===== config.mk =====
export PLATFORM = sky130hd
export DESIGN_NAME = nine_bit_spi_lcd_command_serializer_top
export DESIGN_NICKNAME = d
export VERILOG_FILES = /design/src/rtl/core/lcdser_pkg.sv /design/src/rtl/core/nine_bit_spi_lcd_command_serializer_top.sv /design/src/rtl/core/lcdser_front.sv /design/src/rtl/core/lcdser_queue.sv /design/src/rtl/core/lcdser_back.sv
export SDC_FILE = /design/constraint.sdc
export NUM_CORES = 1
export LEC_CHECK = 0
export ABC_CLOCK_PERIOD_IN_PS = 3400
export BUFFER_PORTS_ARGS = -buffer_cell sky130_fd_sc_hd__buf_2
export CAP_MARGIN = 20
export CORE_ASPECT_RATIO = 0.75
export CORE_UTILIZATION = 55
export CTS_BUF_LIST = sky130_fd_sc_hd__clkbuf_8
export CTS_CLUSTER_DIAMETER = 60
export DETAILED_ROUTE_END_ITERATION = 10
export PLACE_DENSITY = 0.75
export SYNTH_ARGS = -nofsm -noshare
export SYNTH_HDL_FRONTEND = slang
export SYNTH_SLANG_ARGS = --single-unit

===== constraint.sdc =====
create_clock -name aclk -period 3.4 [get_ports aclk]
set_clock_uncertainty 0.05 [all_clocks]
set_input_delay 0.34 -clock aclk [delete_from_list [all_inputs] [get_ports aclk]]
set_output_delay 0.34 -clock aclk [all_outputs]
set_load 0.05 [all_outputs]

===== src/rtl/core/lcdser_pkg.sv =====
// ----------------------------------------------------------------------------
// lcdser_pkg
// Shared types and constants for the 9-bit three-wire lcd command serializer.
// ----------------------------------------------------------------------------
package lcdser_pkg;

    localparam int DATA_W    = 8;
    localparam int BIT_IDX_W = $clog2(DATA_W);
    localparam int S_TDATA_W = 8;
    localparam int M_TDATA_W = 8;
    localparam int PIN_W     = 3;
    localparam int Q_DEPTH   = 2;
    localparam int Q_PTR_W   = $clog2(Q_DEPTH);
    localparam int Q_CNT_W   = $clog2(Q_DEPTH + 1);

    localparam logic [BIT_IDX_W-1:0] BIT_TOP = BIT_IDX_W'(DATA_W - 1);

    // tuser code on the input side
    localparam logic CMD_COMMAND = 1'b0;
    localparam logic CMD_PARAM   = 1'b1;

    typedef enum logic {
        KIND_COMMAND = 1'b0,
        KIND_PARAM   = 1'b1
    } kind_t;

    typedef struct packed {
        kind_t             kind;
        logic [DATA_W-1:0] data_byte;
    } q_entry_t;

    typedef struct packed {
        logic     valid;
        q_entry_t entry;
    } q_push_t;

    typedef struct packed {
        logic     valid;
        q_entry_t entry;
    } q_head_t;

    typedef enum logic [3:0] {
        ST_IDLE,
        ST_CLK_HI,
        ST_CS_LO,
        ST_DC_CLK_LO,
        ST_DC_DAT,
        ST_DC_CLK_HI,
        ST_BIT_CLK_LO,
        ST_BIT_DAT,
        ST_BIT_CLK_HI,
        ST_CS_END
    } seq_state_t;

    typedef enum logic [1:0] {
        PIN_CS,
        PIN_CLK,
        PIN_DAT
    } pin_t;

endpackage


===== src/rtl/core/nine_bit_spi_lcd_command_serializer_top.sv =====
// ----------------------------------------------------------------------------
// nine_bit_spi_lcd_command_serializer_top
// Byte-to-pin-write serializer for a three-wire 9-bit lcd link.
// ----------------------------------------------------------------------------
// Each input transaction carries one byte, with tuser set for a parameter and
// clear for a command. The block answers with one output transaction per pin
// write, giving the chip-select, clock and data levels after that write; tlast
// marks the closing chip-select-high write. A command yields 31 transactions
// and a parameter 29. The pin sequencer makes one write per cycle while
// m_tready is held high, and consecutive bytes follow with no gap; a front
// register and a two-entry queue let input bytes be taken while the
// sequencer is still busy.
module nine_bit_spi_lcd_command_serializer_top (
    input  logic                             aclk,
    input  logic                             aresetn,
    input  logic                             s_tvalid,
    output logic                             s_tready,
    input  logic [lcdser_pkg::S_TDATA_W-1:0] s_tdata,  // [7:0] data_byte
    input  logic                             s_tuser,  // [0] cmd
    output logic                             m_tvalid,
    input  logic                             m_tready,
    // [0] chip_select, [1] serial_clock, [2] serial_data, [7:3] zero
    output logic [lcdser_pkg::M_TDATA_W-1:0] m_tdata,
    output logic                             m_tlast
);
    import lcdser_pkg::*;

    q_push_t q_push;
    q_head_t q_head;
    logic    q_ready;
    logic    pop;

    lcdser_front u_front (
        .aclk     (aclk),
        .aresetn  (aresetn),
        .s_tvalid (s_tvalid),
        .s_tready (s_tready),
        .s_tdata  (s_tdata),
        .s_tuser  (s_tuser),
        .q_ready  (q_ready),
        .q_push   (q_push)
    );

    lcdser_queue u_queue (
        .aclk    (aclk),
        .aresetn (aresetn),
        .q_push  (q_push),
        .q_ready (q_ready),
        .pop     (pop),
        .q_head  (q_head)
    );

    lcdser_back u_back (
        .aclk     (aclk),
        .aresetn  (aresetn),
        .q_head   (q_head),
        .pop      (pop),
        .m_tvalid (m_tvalid),
        .m_tready (m_tready),
        .m_tdata  (m_tdata),
        .m_tlast  (m_tlast)
    );

endmodule


===== src/rtl/core/lcdser_front.sv =====
// ----------------------------------------------------------------------------
// lcdser_front
// Accepts byte transactions, tags them as command or parameter and pushes
// them into the work queue.
// ----------------------------------------------------------------------------
module lcdser_front (
    input  logic                            aclk,
    input  logic                            aresetn,
    input  logic                            s_tvalid,
    output logic                            s_tready,
    input  logic [lcdser_pkg::S_TDATA_W-1:0] s_tdata,
    input  logic                            s_tuser,
    input  logic                            q_ready,
    output lcdser_pkg::q_push_t             q_push
);
    import lcdser_pkg::*;

    logic     valid_reg;
    logic     valid_next;
    q_entry_t entry_reg;
    logic     take;
    logic     push;

    assign push     = valid_reg && q_ready;
    assign s_tready = !valid_reg || q_ready;
    assign take     = s_tvalid && s_tready;

    always_comb begin
        valid_next = valid_reg;
        if (take) begin
            valid_next = 1'b1;
        end else if (push) begin
            valid_next = 1'b0;
        end
    end

    always_ff @(posedge aclk) begin
        if (!aresetn) begin
            valid_reg <= 1'b0;
        end else begin
            valid_reg <= valid_next;
        end
    end

    always_ff @(posedge aclk) begin
        if (take) begin
            entry_reg.kind      <= (s_tuser == CMD_PARAM) ? KIND_PARAM : KIND_COMMAND;
            entry_reg.data_byte <= s_tdata[DATA_W-1:0];
        end
    end

    assign q_push.valid = push;
    assign q_push.entry = entry_reg;

endmodule


===== src/rtl/core/lcdser_queue.sv =====
// ----------------------------------------------------------------------------
// lcdser_queue
// Small fifo between the front end and the pin sequencer.
// ----------------------------------------------------------------------------
module lcdser_queue (
    input  logic                aclk,
    input  logic                aresetn,
    input  lcdser_pkg::q_push_t q_push,
    output logic                q_ready,
    input  logic                pop,
    output lcdser_pkg::q_head_t q_head
);
    import lcdser_pkg::*;

    q_entry_t           mem_reg [Q_DEPTH];
    logic [Q_PTR_W-1:0] wr_ptr_reg;
    logic [Q_PTR_W-1:0] wr_ptr_next;
    logic [Q_PTR_W-1:0] rd_ptr_reg;
    logic [Q_PTR_W-1:0] rd_ptr_next;
    logic [Q_CNT_W-1:0] cnt_reg;
    logic [Q_CNT_W-1:0] cnt_next;
    logic               do_push;
    logic               do_pop;

    assign q_ready = (cnt_reg != Q_CNT_W'(Q_DEPTH));
    assign do_push = q_push.valid && q_ready;
    assign do_pop  = pop && (cnt_reg != '0);

    always_comb begin
        wr_ptr_next = wr_ptr_reg;
        rd_ptr_next = rd_ptr_reg;
        cnt_next    = cnt_reg;
        if (do_push) begin
            wr_ptr_next = (wr_ptr_reg == Q_PTR_W'(Q_DEPTH - 1)) ? '0 : wr_ptr_reg + 1'b1;
        end
        if (do_pop) begin
            rd_ptr_next = (rd_ptr_reg == Q_PTR_W'(Q_DEPTH - 1)) ? '0 : rd_ptr_reg + 1'b1;
        end
        if (do_push && !do_pop) begin
            cnt_next = cnt_reg + 1'b1;
        end else if (do_pop && !do_push) begin
            cnt_next = cnt_reg - 1'b1;
        end
    end

    always_ff @(posedge aclk) begin
        if (!aresetn) begin
            wr_ptr_reg <= '0;
            rd_ptr_reg <= '0;
            cnt_reg    <= '0;
        end else begin
            wr_ptr_reg <= wr_ptr_next;
            rd_ptr_reg <= rd_ptr_next;
            cnt_reg    <= cnt_next;
        end
    end

    always_ff @(posedge aclk) begin
        if (do_push) begin
            mem_reg[wr_ptr_reg] <= q_push.entry;
        end
    end

    assign q_head.valid = (cnt_reg != '0);
    assign q_head.entry = mem_reg[rd_ptr_reg];

endmodule


===== src/rtl/core/lcdser_back.sv =====
// ----------------------------------------------------------------------------
// lcdser_back
// Pin sequencer: walks one queued byte through its chip-select, clock and
// data writes, one write per output transaction.
// ----------------------------------------------------------------------------
module lcdser_back (
    input  logic                             aclk,
    input  logic                             aresetn,
    input  lcdser_pkg::q_head_t              q_head,
    output logic                             pop,
    output logic                             m_tvalid,
    input  logic                             m_tready,
    output logic [lcdser_pkg::M_TDATA_W-1:0] m_tdata,
    output logic                             m_tlast
);
    import lcdser_pkg::*;

    seq_state_t             state_reg;
    seq_state_t             state_next;
    logic [BIT_IDX_W-1:0]   bit_cnt_reg;
    logic [DATA_W-1:0]      byte_reg;
    kind_t                  kind_reg;
    logic                   cs_reg;
    logic                   clk_reg;
    logic                   dat_reg;
    logic                   valid_reg;
    logic                   valid_next;
    logic                   last_reg;

    logic                   adv;
    logic                   wr_en;
    pin_t                   wr_pin;
    logic                   wr_val;
    logic                   wr_last;

    // the output register is free or being emptied this cycle
    assign adv = !valid_reg || m_tready;

    // write produced in each state
    always_comb begin
        wr_en   = adv;
        wr_pin  = PIN_CLK;
        wr_val  = 1'b0;
        wr_last = 1'b0;
        pop     = 1'b0;
        unique case (state_reg)
            ST_IDLE: begin
                wr_en  = adv && q_head.valid;
                pop    = wr_en;
                wr_pin = PIN_CS;
                wr_val = (q_head.entry.kind == KIND_COMMAND);
            end
            ST_CLK_HI: begin
                wr_pin = PIN_CLK;
                wr_val = 1'b1;
            end
            ST_CS_LO: begin
                wr_pin = PIN_CS;
                wr_val = 1'b0;
            end
            ST_DC_CLK_LO: begin
                wr_pin = PIN_CLK;
                wr_val = 1'b0;
            end
            ST_DC_DAT: begin
                wr_pin = PIN_DAT;
                wr_val = (kind_reg == KIND_PARAM);
            end
            ST_DC_CLK_HI: begin
                wr_pin = PIN_CLK;
                wr_val = 1'b1;
            end
            ST_BIT_CLK_LO: begin
                wr_pin = PIN_CLK;
                wr_val = 1'b0;
            end
            ST_BIT_DAT: begin
                wr_pin = PIN_DAT;
                wr_val = byte_reg[bit_cnt_reg];
            end
            ST_BIT_CLK_HI: begin
                wr_pin = PIN_CLK;
                wr_val = 1'b1;
            end
            ST_CS_END: begin
                wr_pin  = PIN_CS;
                wr_val  = 1'b1;
                wr_last = 1'b1;
            end
            default: begin
                wr_en = 1'b0;
            end
        endcase
    end

    always_comb begin
        state_next = state_reg;
        if (wr_en) begin
            unique case (state_reg)
                ST_IDLE: begin
                    state_next = (q_head.entry.kind == KIND_COMMAND) ? ST_CLK_HI : ST_DC_CLK_LO;
                end
                ST_CLK_HI:     state_next = ST_CS_LO;
                ST_CS_LO:      state_next = ST_DC_CLK_LO;
                ST_DC_CLK_LO:  state_next = ST_DC_DAT;
                ST_DC_DAT:     state_next = ST_DC_CLK_HI;
                ST_DC_CLK_HI:  state_next = ST_BIT_CLK_LO;
                ST_BIT_CLK_LO: state_next = ST_BIT_DAT;
                ST_BIT_DAT:    state_next = ST_BIT_CLK_HI;
                ST_BIT_CLK_HI: begin
                    state_next = (bit_cnt_reg == '0) ? ST_CS_END : ST_BIT_CLK_LO;
                end
                ST_CS_END:     state_next = ST_IDLE;
                default:       state_next = ST_IDLE;
            endcase
        end
    end

    always_comb begin
        valid_next = valid_reg;
        if (wr_en) begin
            valid_next = 1'b1;
        end else if (m_tready) begin
            valid_next = 1'b0;
        end
    end

    always_ff @(posedge aclk) begin
        if (!aresetn) begin
            state_reg <= ST_IDLE;
            valid_reg <= 1'b0;
            cs_reg    <= 1'b0;
            clk_reg   <= 1'b0;
            dat_reg   <= 1'b0;
        end else begin
            state_reg <= state_next;
            valid_reg <= valid_next;
            if (wr_en) begin
                unique case (wr_pin)
                    PIN_CS:  cs_reg  <= wr_val;
                    PIN_CLK: clk_reg <= wr_val;
                    PIN_DAT: dat_reg <= wr_val;
                    default: cs_reg  <= cs_reg;
                endcase
            end
        end
    end

    always_ff @(posedge aclk) begin
        if (wr_en) begin
            last_reg <= wr_last;
        end
        if (pop) begin
            byte_reg    <= q_head.entry.data_byte;
            kind_reg    <= q_head.entry.kind;
            bit_cnt_reg <= BIT_TOP;
        end else if (wr_en && (state_reg == ST_BIT_CLK_HI)) begin
            bit_cnt_reg <= bit_cnt_reg - 1'b1;
        end
    end

    assign m_tvalid = valid_reg;
    assign m_tdata  = {{(M_TDATA_W - PIN_W){1'b0}}, dat_reg, clk_reg, cs_reg};
    assign m_tlast  = last_reg;

endmodule


==> impl_metrics.tcl <==
set metrics [dict create \
    setup_viol_count_final 0 \
    finish.utilization_pct 62.1 \
    antenna_found_initial 0 \
    die_h_um 58.4 \
    path_class "reg2reg" \
    worstMarginPinSlew_ns 0.859 \
    min_period_ns 2.24 \
    setup_tns_ns 0 \
    hold_viol_final 0 \
    wire_per_inst_um 14.6 \
    slew_viol_final 0 \
    drtIter0Drc 104 \
    hpwl_mm 2.53 \
    globalplace.congestion 0.896 \
    irDropWorstVdd_uv 428 \
    final_nets 211 \
    io_pins 24 \
    n_antenna_cell 0 \
    grt_first_pass_wirelength_mm 5.82 \
    fillers 326 \
    largest_reg_flops 18 \
    layout_commonest_cell "edfxtp_1" \
    drtAntennaViolNets 0 \
    cts.sinks 54 \
    synth-simple-area-share_pct 12.6 \
    firstDrtPassIters 4 \
    status "complete, no violations" \
    htreeDepth 2 \
    synth.area.mux_share_pct 7.88 \
    worstSkewPairLatency_ns 0.31 \
    rsz0062_at_grt "false" \
    cts_resized 0 \
    grt_use_total_pct 17.5 \
    synthAdderAreaFrac_pct 1.61 \
    num_vias 1358 \
    synth_top_family_by_area "simple AND/OR/NAND/NOR gates" \
    cts_tree "yes" \
    fin_crit_sh_pct 65.9 \
    required_ns 3.58 \
    clockBufferDepth 2 \
    cp-start-kind "register" \
    relSlewSlack_pct 42.5 \
    syn_avg_cell_area_um2 12.8 \
    cts_hold_buf 0 \
    die_x_um 77.2 \
    synth_compound_area_share_pct 8.52 \
    drive_gt1_share_pct 22.4 \
    cts_setup_buffers 0 \
    critPathMaxFanout 14 \
    yosysSeqAreaShare_pct 62.2 \
    ys_ff_latch 54 \
    io_buffer_count 18 \
    syn_area_um2 2330 \
    grt_max_degree 19 \
    ctsRootBufferMaster "clkbuf_8" \
    synth_xor_area_share_pct 1.45 \
    endpoint_kind "register" \
    final_cell_mix "edfxtp_1, buf_2, dfxtp_1" \
    overflow 0 \
    power.density_nw_per_um2 816 \
    maxCapViolCount 0 \
    drc 0 \
    routed_wl_mm 3.67 \
    power.total_mw 2.06 \
    start_util_pct 57.6 \
    cts_buffers 5 \
    crit_arrival_ns 2.43 \
    rows 20 \
    hold_path.class "in2reg" \
    core_area_um2 4050 \
    routed_via_density 5.41 \
    synth_cell_types 47 \
    max_freq_ghz 0.446 \
    grt_pass1_vias 1237 \
    synth_warnings 0 \
    path_clk_slew_ns 0.10 \
    syn_inst 183 \
    area_delta_synth_final_pct 7.88 \
    p_leak_nw 0.984 \
    dieArea_um2 4510 \
]
metal layers:
metal,vias to the layer above,share of wire (%),wire length [um],track usage [%]
li1,668,-,-,-
met1,660,52,1890,24.2
met2,28,44,1620,27.3
met3,2,3.5,128,4.19
met4,0,0.68,25,6.47
met5,-,0,0,0
logic make-up (layout without fill, tap and decap cells):
| kind of cell | count (synthesis) | in the layout |
|---|---|---|
| other cells | 1 | 5 |
| fa+ha+maj | 3 | 3 |
| simple gates | 52 | 52 |
| flops | 54 | 54 |
| mux | 16 | 16 |
| xor+xnor | 3 | 3 |
| compound gates | 31 | 31 |
| buf+inv | 23 | 32 |
through the flow:
step / setup slack [ns] / instance area [um^2] / std cells / hold slack (ns)
final: 1.16 / 2520 / 251 / 0.151
after global routing: 1.04 / 2520 / 251 / 0.139
after CTS: 1.17 / 2520 / 251 / 0.146
after global placement: 1.29 / 2400 / 243 / 0.374
after detailed placement: 1.22 / 2400 / 243 / 0.385
after floorplan: 1.28 / 2350 / 187 / 0.371
critical path: stages (launching register included):
cell and delay (ns):
dfxtp_1 0.48, nor2_4 0.23, nand2_2 0.07, or4_4 0.46, ha_1 0.35, or3_1 0.37, a21boi_0 0.16
final cells by class:
class                           count  area, um^2  area share (%)
Sequential cell                    54        1450            57.6
Multi-Input combinational cell    110         768            30.5
Timing Repair Buffer               18        90.1            3.58
Clock buffer                        5        68.8            2.73
Tap cell                           55        68.8            2.73
Clock inverter                      3        48.8            1.94
Inverter                            6        22.5           0.894
Yosys cell counts (all sizes together):
| cell type | count | area (um^2) |
|---|---|---|
| edfxtp | 37 | 1110 |
| dfxtp | 17 | 340 |
| buf | 15 | 100 |
| nor2 | 11 | 48.8 |
| mux2 | 9 | 101 |
| nand2 | 9 | 36.3 |
| o21ai | 9 | 45.0 |
| a21oi | 7 | 35.0 |
| inv | 6 | 22.5 |
| mux2i | 6 | 60.1 |
| and2 | 5 | 31.3 |
| nor2b | 5 | 31.3 |
| a31oi | 4 | 31.3 |
| nand3 | 4 | 20.0 |
| a21boi | 3 | 22.5 |
| ha | 3 | 37.5 |
| nand2b | 3 | 18.8 |
| nor3 | 3 | 15.0 |
| o21a | 3 | 22.5 |
| clkbuf | 2 | 7.51 |
| nor4 | 2 | 18.8 |
| or3 | 2 | 12.5 |
| xnor2 | 2 | 25.0 |
| a22oi | 1 | 7.51 |
| a2bb2oi | 1 | 8.76 |
| and2b | 1 | 7.51 |
| and3 | 1 | 6.26 |
| and3b | 1 | 8.76 |
| conb | 1 | 3.75 |
| mux4 | 1 | 22.5 |
| nand3b | 1 | 7.51 |
| nand4 | 1 | 6.26 |
| nand4b | 1 | 8.76 |
| o22a | 1 | 8.76 |
| o31a | 1 | 10.0 |
| o31ai | 1 | 7.51 |
| or2 | 1 | 6.26 |
| or4 | 1 | 11.3 |
| xor2 | 1 | 8.76 |
power breakdown:
| part | switching [mW] | internal, mW | total, mW |
|---|---|---|---|
| Combinational | 0.359 | 0.258 | 0.617 |
| Sequential | 0.140 | 0.860 | 1.00 |
| Clock | 0.214 | 0.224 | 0.438 |
worst paths after layout:
kind | from | end | slack (ns) | cells after the start
setup / recovery | u_back.state_reg[1] | u_queue.cnt_reg[1] | 1.16 | 6
hold / removal | s_tdata[4] | u_front.q_push[4] | 0.15 | 1
setup reg to reg | u_back.state_reg[1] | u_queue.cnt_reg[1] | 1.16 | 6
hold reg to reg | u_front.q_push[0] | u_queue.mem_reg[1][0] | 0.41 | 0
(Power assumes the default switching activity.)
